File: config.mk
export PLATFORM = sky130hd
export DESIGN_NAME = nearest_palette_color_match
export DESIGN_NICKNAME = d
export VERILOG_FILES = /design/src/rtl/core/npcm_pkg.sv /design/src/rtl/core/npcm_hue.sv /design/src/rtl/core/nearest_palette_color_match.sv
export VERILOG_INCLUDE_DIRS = /design/src /design/src/rtl/core
export SDC_FILE = /design/constraint.sdc
export NUM_CORES = 2
export LEC_CHECK = 0
export BUFFER_PORTS_ARGS = -buffer_cell sky130_fd_sc_hd__buf_2
export CAP_MARGIN = 20
export CORE_UTILIZATION = 45
export DETAILED_ROUTE_END_ITERATION = 10
export SLEW_MARGIN = 40
export SYNTH_ARGS = -nofsm -noshare
export SYNTH_HDL_FRONTEND = slang
export SYNTH_SLANG_ARGS = --single-unit
File: constraint.sdc
create_clock -name clock -period 14.5 [get_ports clock]
set_input_delay 1.45 -clock clock [delete_from_list [all_inputs] [get_ports clock]]
set_output_delay 1.45 -clock clock [all_outputs]
set_load 0.05 [all_outputs]
File: src/rtl/core/nearest_palette_color_match_defines.svh
// Assertion macros shared by the palette matcher RTL.
// Used by files that carry concurrent checks; depends on nothing else.
`ifndef NEAREST_PALETTE_COLOR_MATCH_DEFINES_SVH
`define NEAREST_PALETTE_COLOR_MATCH_DEFINES_SVH

// Same-cycle implication, disabled during reset.
`define NPCM_ASSERT_NOW(label, clk, rst, ante, cons) \
   label: assert property (@(posedge clk) disable iff (rst) (ante) |-> (cons)) \
      else $error("npcm check failed");

// Next-cycle implication, disabled during reset.
`define NPCM_ASSERT_NEXT(label, clk, rst, ante, cons) \
   label: assert property (@(posedge clk) disable iff (rst) (ante) |=> (cons)) \
      else $error("npcm check failed");

`endif

File: src/rtl/core/npcm_pkg.sv
// Package for the nearest palette color matcher.
// Holds the controller state type, hue unit result struct and fixed constants.
`timescale 1ns / 1ps

package npcm_pkg;

   typedef enum logic [2:0] {
      ST_CLEAR,
      ST_IDLE,
      ST_HUE,
      ST_SCAN,
      ST_DONE
   } state_type;

   typedef struct packed {
      logic        done;
      logic [14:0] hue;
      logic [7:0]  delta;
   } hue_result_type;

   // Hue in 1/64 degree units.
   localparam logic [15:0] HUE_FULL     = 16'd23040;
   localparam logic [14:0] HUE_HALF     = 15'd11520;
   localparam logic [14:0] HUE_BASE_GRN = 15'd7680;
   localparam logic [14:0] HUE_BASE_BLU = 15'd15360;
   localparam logic [3:0]  DIV_STEPS    = 4'd11;

   // Register indexes on the configuration port.
   localparam logic [1:0] REG_TOLERANCE = 2'd0;
   localparam logic [1:0] REG_MODE      = 2'd1;
   localparam logic [1:0] REG_ACHROM    = 2'd2;

   localparam logic [9:0] TOL_RESET    = 10'd32;
   localparam logic [7:0] ACHROM_RESET = 8'd3;

   localparam logic KIND_WRITE = 1'b0;
   localparam logic KIND_MATCH = 1'b1;

endpackage

File: src/rtl/core/npcm_hue.sv
// Hue unit: max/min sector select and a bit-serial restoring divider.
// Depends on npcm_pkg for the result struct and hue constants.
`timescale 1ns / 1ps

module npcm_hue import npcm_pkg::*; (
   input  logic           clock,
   input  logic           reset,
   input  logic           start,
   input  logic [7:0]     red,
   input  logic [7:0]     green,
   input  logic [7:0]     blue,
   output hue_result_type result
);

   logic [7:0]  mx, mn, p, n, diff;
   logic [14:0] base;
   logic        neg;
   logic [19:0] num;

   logic        run_ff, fin_ff, done_ff;
   logic [3:0]  step_ff;
   logic [19:0] rem_ff;
   logic [11:0] quo_ff;
   logic [7:0]  div_ff;
   logic [14:0] base_ff;
   logic        neg_ff;
   logic [14:0] hue_ff;

   logic [19:0] shifted;
   logic        ge;
   logic [15:0] hsum, hwrap;

   always_comb begin
      mx = red;
      if (green > mx) mx = green;
      if (blue > mx) mx = blue;
      mn = red;
      if (green < mn) mn = green;
      if (blue < mn) mn = blue;
      if (mx == red) begin
         base = 15'd0;
         p    = green;
         n    = blue;
      end else if (mx == green) begin
         base = HUE_BASE_GRN;
         p    = blue;
         n    = red;
      end else begin
         base = HUE_BASE_BLU;
         p    = red;
         n    = green;
      end
      neg  = (p < n);
      diff = neg ? (n - p) : (p - n);
      // 3840 * diff as 4096 * diff - 256 * diff.
      num  = {diff, 12'b0} - {4'b0, diff, 8'b0};
   end

   // The quotient never exceeds 3840, so twelve restoring steps suffice.
   assign shifted = {12'b0, div_ff} << step_ff;
   assign ge      = (rem_ff >= shifted);

   always_comb begin
      if (neg_ff) begin
         hsum = {1'b0, base_ff} + HUE_FULL - {4'b0, quo_ff};
      end else begin
         hsum = {1'b0, base_ff} + {4'b0, quo_ff};
      end
      hwrap = (hsum >= HUE_FULL) ? (hsum - HUE_FULL) : hsum;
   end

   always_ff @(posedge clock) begin
      if (reset) begin
         run_ff  <= 1'b0;
         fin_ff  <= 1'b0;
         done_ff <= 1'b0;
      end else begin
         done_ff <= fin_ff;
         fin_ff  <= run_ff && (step_ff == 4'd0);
         run_ff  <= start || (run_ff && (step_ff != 4'd0));
      end
   end

   always_ff @(posedge clock) begin
      if (start) begin
         rem_ff  <= num;
         quo_ff  <= 12'd0;
         div_ff  <= mx - mn;
         base_ff <= base;
         neg_ff  <= neg;
         step_ff <= DIV_STEPS;
      end else if (run_ff) begin
         if (ge) rem_ff <= rem_ff - shifted;
         quo_ff[step_ff] <= ge;
         step_ff <= step_ff - 4'd1;
      end
      if (fin_ff) hue_ff <= hwrap[14:0];
   end

   assign result.done  = done_ff;
   assign result.hue   = hue_ff;
   assign result.delta = div_ff;

endmodule

File: src/rtl/core/nearest_palette_color_match.sv
// Top level of the nearest palette color matcher: controller, palette memory, scan pipe.
// Depends on npcm_pkg, npcm_hue and the assertion macro header.
//
// Usage: a request is taken when start is high and busy is low. A write request
// (kind 0) loads one palette slot with its color and enabled mark; a slot index
// at or beyond ENTRIES is dropped. A match request (kind 1) returns one result,
// marked by rsp_valid for a single cycle; the receiver cannot stall it.
// Each request first runs the hue unit, a one-bit-per-cycle divider of twelve
// steps. A write then stores the color with its hue and chroma span and busy
// drops. A match then reads the palette memory one entry per cycle, a rate
// set by the single memory read port, through a three-stage
// read/distance/compare pipe. Storing each entry's hue at write time keeps
// the divider off the scan path.
// After reset the block sweeps the palette memory, clearing one entry per
// cycle with busy high; configuration writes over the APB port are taken at
// any time and should be made while the block is idle.
`timescale 1ns / 1ps
`include "nearest_palette_color_match_defines.svh"

module nearest_palette_color_match import npcm_pkg::*; #(
   parameter int ENTRIES = 64
) (
   input  logic        clock,
   input  logic        reset,
   input  logic        start,
   output logic        busy,
   input  logic        req_kind,
   input  logic [5:0]  req_entry_index,
   input  logic [7:0]  req_red,
   input  logic [7:0]  req_green,
   input  logic [7:0]  req_blue,
   input  logic        req_entry_enabled,
   output logic        rsp_valid,
   output logic        rsp_match_found,
   output logic [5:0]  rsp_match_index,
   output logic [9:0]  rsp_match_distance,
   input  logic        psel,
   input  logic        penable,
   input  logic        pwrite,
   input  logic [3:0]  paddr,
   input  logic [31:0] pwdata,
   output logic [31:0] prdata,
   output logic        pready
);

   localparam int IDX_W = (ENTRIES > 1) ? $clog2(ENTRIES) : 1;
   localparam int CNT_W = $clog2(ENTRIES + 1);
   localparam int MEM_W = 48;

   // Configuration registers.
   logic [9:0] tolerance_ff;
   logic       mode_ff;
   logic [7:0] achrom_ff;
   logic       cfg_we;

   assign pready = 1'b1;
   assign cfg_we = psel && penable && pwrite;

   always_ff @(posedge clock) begin
      if (reset) begin
         tolerance_ff <= TOL_RESET;
         mode_ff      <= 1'b0;
         achrom_ff    <= ACHROM_RESET;
      end else if (cfg_we) begin
         case (paddr[3:2])
            REG_TOLERANCE: tolerance_ff <= pwdata[9:0];
            REG_MODE:      mode_ff      <= pwdata[0];
            REG_ACHROM:    achrom_ff    <= pwdata[7:0];
            default:       ;
         endcase
      end
   end

   always_comb begin
      case (paddr[3:2])
         REG_TOLERANCE: prdata = {22'b0, tolerance_ff};
         REG_MODE:      prdata = {31'b0, mode_ff};
         REG_ACHROM:    prdata = {24'b0, achrom_ff};
         default:       prdata = 32'b0;
      endcase
   end

   // Request capture and hue unit.
   state_type      state_ff, state_in;
   logic           accept;
   logic           kind_ff, en_ff;
   logic [10:0]    slot_ff;
   logic [7:0]     red_ff, green_ff, blue_ff;
   hue_result_type hue_res;
   logic [14:0]    pix_hue_ff;
   logic           pix_chroma_ff;

   assign accept = start && !busy;

   npcm_hue u_hue (
      .clock  (clock),
      .reset  (reset),
      .start  (accept),
      .red    (req_red),
      .green  (req_green),
      .blue   (req_blue),
      .result (hue_res)
   );

   always_ff @(posedge clock) begin
      if (accept) begin
         kind_ff  <= req_kind;
         en_ff    <= req_entry_enabled;
         slot_ff  <= 11'(req_entry_index);
         red_ff   <= req_red;
         green_ff <= req_green;
         blue_ff  <= req_blue;
      end
      if (hue_res.done) begin
         pix_hue_ff    <= hue_res.hue;
         pix_chroma_ff <= (hue_res.delta != 8'd0) && (hue_res.delta >= achrom_ff);
      end
   end

   // Palette memory: {enabled, red, green, blue, chroma span, hue}.
   logic [MEM_W-1:0] pal_mem [ENTRIES];
   logic [MEM_W-1:0] mem_q_ff;
   logic             mem_we;
   logic [IDX_W-1:0] mem_waddr;
   logic [MEM_W-1:0] mem_wdata;
   logic             rd_issue;
   logic [CNT_W-1:0] cnt_ff;
   logic             cnt_end;
   logic             slot_ok;
   logic             clearing, write_now;

   assign cnt_end = (cnt_ff == CNT_W'(ENTRIES));
   assign slot_ok = (slot_ff < 11'(ENTRIES));

   always_comb begin
      if (clearing) begin
         mem_we    = 1'b1;
         mem_waddr = cnt_ff[IDX_W-1:0];
         mem_wdata = '0;
      end else begin
         mem_we    = write_now && slot_ok;
         mem_waddr = slot_ff[IDX_W-1:0];
         mem_wdata = {en_ff, red_ff, green_ff, blue_ff, hue_res.delta, hue_res.hue};
      end
   end

   always_ff @(posedge clock) begin
      if (mem_we) pal_mem[mem_waddr] <= mem_wdata;
   end

   always_ff @(posedge clock) begin
      if (rd_issue) mem_q_ff <= pal_mem[cnt_ff[IDX_W-1:0]];
   end

   logic rv_ff, dv_ff;

   // Controller: next state.
   always_comb begin
      state_in = state_ff;
      case (state_ff)
         ST_CLEAR: if (cnt_ff == CNT_W'(ENTRIES - 1)) state_in = ST_IDLE;
         ST_IDLE:  if (accept) state_in = ST_HUE;
         ST_HUE: begin
            if (hue_res.done) state_in = (kind_ff == KIND_MATCH) ? ST_SCAN : ST_IDLE;
         end
         ST_SCAN:  if (cnt_end && !rv_ff && !dv_ff) state_in = ST_DONE;
         ST_DONE:  state_in = ST_IDLE;
         default:  state_in = ST_IDLE;
      endcase
   end

   // Controller: outputs.
   always_comb begin
      busy      = 1'b1;
      rsp_valid = 1'b0;
      clearing  = 1'b0;
      write_now = 1'b0;
      rd_issue  = 1'b0;
      case (state_ff)
         ST_CLEAR: clearing = 1'b1;
         ST_IDLE:  busy = 1'b0;
         ST_HUE:   write_now = hue_res.done && (kind_ff == KIND_WRITE);
         ST_SCAN:  rd_issue = !cnt_end;
         ST_DONE:  rsp_valid = 1'b1;
         default:  ;
      endcase
   end

   always_ff @(posedge clock) begin
      if (reset) begin
         state_ff <= ST_CLEAR;
         cnt_ff   <= '0;
      end else begin
         state_ff <= state_in;
         if (clearing || rd_issue) begin
            cnt_ff <= cnt_ff + CNT_W'(1);
         end else if (state_ff == ST_HUE) begin
            cnt_ff <= '0;
         end
      end
   end

   // Scan pipe: read, distance, compare.
   logic [IDX_W-1:0] ridx_ff, didx_ff, best_idx_ff;
   logic [9:0]       dist_ff, best_dist_ff, scan_dist;
   logic             den_ff, found_ff;
   logic [7:0]       e_red, e_green, e_blue, e_delta;
   logic [14:0]      e_hue, hd;
   logic             e_en, e_chroma, use_hue;
   logic [9:0]       manh;

   assign e_en     = mem_q_ff[47];
   assign e_red    = mem_q_ff[46:39];
   assign e_green  = mem_q_ff[38:31];
   assign e_blue   = mem_q_ff[30:23];
   assign e_delta  = mem_q_ff[22:15];
   assign e_hue    = mem_q_ff[14:0];
   assign e_chroma = (e_delta != 8'd0) && (e_delta >= achrom_ff);
   assign use_hue  = mode_ff && pix_chroma_ff && e_chroma;

   always_comb begin
      manh = 10'(red_ff > e_red ? red_ff - e_red : e_red - red_ff)
           + 10'(green_ff > e_green ? green_ff - e_green : e_green - green_ff)
           + 10'(blue_ff > e_blue ? blue_ff - e_blue : e_blue - blue_ff);
      hd = (pix_hue_ff > e_hue) ? (pix_hue_ff - e_hue) : (e_hue - pix_hue_ff);
      if (hd > HUE_HALF) hd = HUE_FULL[14:0] - hd;
      scan_dist = use_hue ? 10'(hd >> 6) : manh;
   end

   always_ff @(posedge clock) begin
      if (reset) begin
         rv_ff <= 1'b0;
         dv_ff <= 1'b0;
      end else begin
         rv_ff <= rd_issue;
         dv_ff <= rv_ff;
      end
   end

   always_ff @(posedge clock) begin
      ridx_ff <= cnt_ff[IDX_W-1:0];
      if (rv_ff) begin
         didx_ff <= ridx_ff;
         dist_ff <= scan_dist;
         den_ff  <= e_en;
      end
      if (state_ff == ST_HUE) begin
         found_ff     <= 1'b0;
         best_idx_ff  <= '0;
         best_dist_ff <= '0;
      end else if (dv_ff && den_ff && (dist_ff <= tolerance_ff)
                   && (!found_ff || (dist_ff < best_dist_ff))) begin
         found_ff     <= 1'b1;
         best_idx_ff  <= didx_ff;
         best_dist_ff <= dist_ff;
      end
   end

   assign rsp_match_found    = found_ff;
   assign rsp_match_index    = 6'(best_idx_ff);
   assign rsp_match_distance = best_dist_ff;

   `NPCM_ASSERT_NEXT(a_single_strobe, clock, reset, rsp_valid, !rsp_valid)
   `NPCM_ASSERT_NOW(a_empty_result, clock, reset, rsp_valid && !rsp_match_found,
                    rsp_match_index == 6'd0 && rsp_match_distance == 10'd0)
   `NPCM_ASSERT_NOW(a_within_tol, clock, reset, rsp_valid && rsp_match_found,
                    rsp_match_distance <= tolerance_ff)
   `NPCM_ASSERT_NOW(a_hue_in_phase, clock, reset, hue_res.done, state_ff == ST_HUE)

endmodule
==> impl_metrics.ini <==
[run_status]
status = finished, final reports clean

[critical_path]
r2r-start = green_ff[1]$_DFFE_PP_
reg2reg_depth = 23
reg2reg_to = dist_ff[8]$_DFFE_PP_
critPathRequiredTime_ns = 15.17
slowest_stage = a21o_1
cp_num_buf_inv = 4
ff2ff_setup_slack_ns = 8.64
slowest_delay_ns = 0.60
start_kind = input port
critPathTopFamily = compound AO/OA/AOI/OAI gates
critPathKind = input port to flop
crit_fanout = 32
worstSetupEndpointType = flop
arrival_ns = 10.21

[routing]
vias_per_cell = 6.12
totalWireLength_mm = 367
wire_per_inst_um = 33.0
routed-via-count = 68000
drt-pass1-iter-count = 6
ant_nets = 0
drc = 0
initialDrtViolationCount = 8500

[clock_tree]
clock_sinks = 3305
numCtsBuffers = 346
ctsResizeCount = 0
clk-insertion-delay-late_ns = 0.93
cts_tree = yes
postCtsSetupBuffers = 0
htree_levels = 5
cts_root_buf = clkbuf_16
hold_buffers = 0
clk_pin_slew_ns = 0.06
cts_buffer_depth = 4

[grt]
globalRoute.totalOverflow = 0
grt_max_degree = 120
grt_usage = 0.243
grt_pass1_vias = 68800
grt_pass1_wl_mm = 517
antenna_found_initial = 18

[synth]
synth.area.top_cells = edfxtp_1 (72%), mux4_2 (17%), ha_1 (1.9%), dfxtp_1 (1.1%), mux2i_1 (0.96%)
ys_seq_area_frac = 0.729
syn_area_per_cell_um2 = 20.7
synth-async-reset-ratio = 0
synth_edf_count = 3232
synth_top_area_frac = 0.719
ys_ff_latch = 3305
synth_area_leader_cell = edfxtp_1
ys.flop_type = edfxtp_1
yosysWarnings = 0
netlist_area_um2 = 135000
ys_types = 91
syn_inst = 6514

[power_and_ir_drop]
pwr_density_cell_nw_per_um2 = 156
p_total_mw = 24.1
p_leak_nw = 49.8
ir_drop_mv = 0.0969

[placement]
port_buffers = 78
dpl.hpwl_mm = 208
gp_congestion = 0.865

[hold_path]
hold_class = flop to flop
holdPathEnd = didx_ff[3]$_DFFE_PP_
hold_start = ridx_ff[3]$_DFF_P_
min_path_cells = 0

[floorplan]
ios = 126
num_rows = 200
start_util = 0.454
core-area_um2 = 298000
die_x_um = 550
die_area_um2 = 302000
fp.dieH_um = 550

[finish]
area_growth_pct = 14.5
drive_gt1_frac = 0.279
fin_nets = 7194

[timing]
worst_pin_slew_ns = 0.929
rsz0062_at_grt = no
finalCritPeriodShare = 0.658
slew_violations = 0
slew_headroom = 0.379
skew_ns = 0.0405
fin_tns_setup_ns = 0
hold_violations = 0
fmax_mhz = 105
setup_violations = 0
fin_crit_ns = 9.55

[run]
maxCapViolCount = 0
[Yosys cell counts, types with 9 or more instances]
library cell and number:
nand3_1 45, nand2_1 183, a211oi_1 19, buf_1 115
o21bai_1 14, nor2_1 228, o21ai_0 113, nor2b_1 62
ha_1 209, o21a_1 18, a21oi_1 147, mux4_2 991
nand2b_1 31, fa_1 23, clkbuf_1 170, mux2i_1 130
buf_2 20, a21o_1 35, mux2_2 31, edfxtp_1 3232
nor4_1 10, nor3_1 29, buf_4 25, inv_1 226
and2_1 10, o31ai_1 12, nand4_1 20, xor2_1 35
and3_1 9, xnor2_1 90, a31oi_1 12, dfxtp_1 73
[power by group]
group	switching (mW)	leakage, nW	internal (mW)
sequential	0.137	30.5	10.9
clock	3.72	5.44	5.08
combinational	2.39	13.9	1.87
[layer usage]
layer  track usage  vias up  part of all wire
li1              -    27600                 -
met1         0.345    36900              0.41
met2         0.387     2959              0.48
met3        0.0440      535             0.081
met4        0.0713        6             0.029
met5             0        -           0.00013
[per-stage QoR]
step / hold WS [ns] / area, µm² / utilization / std cells / setup slack, ns
after detailed placement: 0.389 / 143000 / 0.481 / 10500 / 3.75
final: 0.402 / 155000 / 0.519 / 11100 / 4.95
after CTS: 0.399 / 154000 / 0.519 / 11100 / 4.70
after global placement: 0.387 / 141000 / 0.475 / 10400 / 3.77
after floorplan: 0.329 / 135000 / - / 6535 / 5.35
after global routing: 0.407 / 155000 / 0.519 / 11100 / 4.42
[cell families after synthesis]
family                     after synthesis  synth area share
AOI/OAI and AO/OA                      463            0.0218
xor gates and xnor gates               127           0.00843
adders and majority gates              232            0.0228
buffers and inverters                  563            0.0166
DFF                                   3305             0.729
muxes                                 1156             0.178
other                                    2         0.0000556
and+or+nand+nor                        666            0.0230
[worst max-delay path by stage]
stage / startpoint / end / slack (ns) / cells past startpoint
2_1_floorplan: req_green[0] / u_hue.rem_ff[19]$_DFFE_PP_ / 5.35 / 40
3_3_place_gp: req_red[1] / u_hue.rem_ff[19]$_DFFE_PP_ / 3.77 / 33
3_5_place_dp: req_red[1] / u_hue.rem_ff[19]$_DFFE_PP_ / 3.75 / 33
4_1_cts: req_red[1] / u_hue.rem_ff[19]$_DFFE_PP_ / 4.70 / 33
5_1_grt: req_red[1] / u_hue.rem_ff[16]$_DFFE_PP_ / 4.42 / 36
6_report: req_red[5] / u_hue.rem_ff[19]$_DFFE_PP_ / 4.95 / 33
[worst register-to-register path, cell delays in order (launching register included)]
cell and delay, ns:
edfxtp_1 0.57, inv_1 0.20, ha_1 0.37, nor2b_1 0.14, o21ai_0 0.21, a21boi_0 0.17, o21ai_0 0.20, a21oi_1 0.11
o21a_1 0.19, o31ai_2 0.32, buf_4 0.28, mux2i_1 0.25, xor2_1 0.27, fa_1 0.46, inv_1 0.07, ha_1 0.26
a21oi_1 0.23, o21ai_0 0.11, a21oi_1 0.27, o21bai_1 0.11, a21oi_1 0.18, xnor2_1 0.27, nand2_1 0.13, o31ai_1 0.21
[final cells by class]
class	instances	area [µm²]
inverters	230	865
repair buffers	338	3860
diodes	4	10.0
clock inverters	201	2120
clock buffers	427	9050
fillers	23100	143000
multi-input cells	2667	35300
flip-flops and latches	3305	98500
well taps	3939	4930
[sequential cells by signal (all words and copies together) (netlist names), 3 cells and up]
signal              cells
pal_mem              3072
mem_q_ff               48
u_hue.rem_ff           20
pix_hue_ff             15
u_hue.hue_ff           15
u_hue.quo_ff           12
dist_ff                10
rsp_match_distance     10
tolerance_ff           10
achrom_ff               8
blue_ff                 8
green_ff                8
red_ff                  8
u_hue.div_ff            8
cnt_ff                  7
didx_ff                 6
ridx_ff                 6
rsp_match_index         6
slot_ff                 6
u_hue.step_ff           4
state_ff                3
u_hue.base_ff           3
[cells in the final DEF (no fill, tap or decap), drive strengths merged, types with 13 or more instances in the layout]
cell type / netlist / final
nor3: 30 / 30
a21oi: 150 / 150
a21o: 35 / 35
a31oi: 13 / 13
mux2i: 131 / 131
edfxtp: 3232 / 3232
xor2: 35 / 35
xnor2: 92 / 92
dfxtp: 73 / 73
fa: 23 / 23
bufinv: 0 / 35
nor2b: 62 / 62
buf: 162 / 338
a211oi: 21 / 21
ha: 209 / 209
nor2: 228 / 228
mux2: 34 / 34
o21bai: 14 / 14
nand4: 21 / 21
conb: 2 / 23
inv: 229 / 239
clkinv: 1 / 151
o21a: 18 / 18
clkbuf: 171 / 427
mux4: 991 / 991
nand2b: 31 / 31
nand3: 45 / 45
o21ai: 119 / 119
nand2: 183 / 183
No activity file was read; power rests on OpenSTA's default activity.
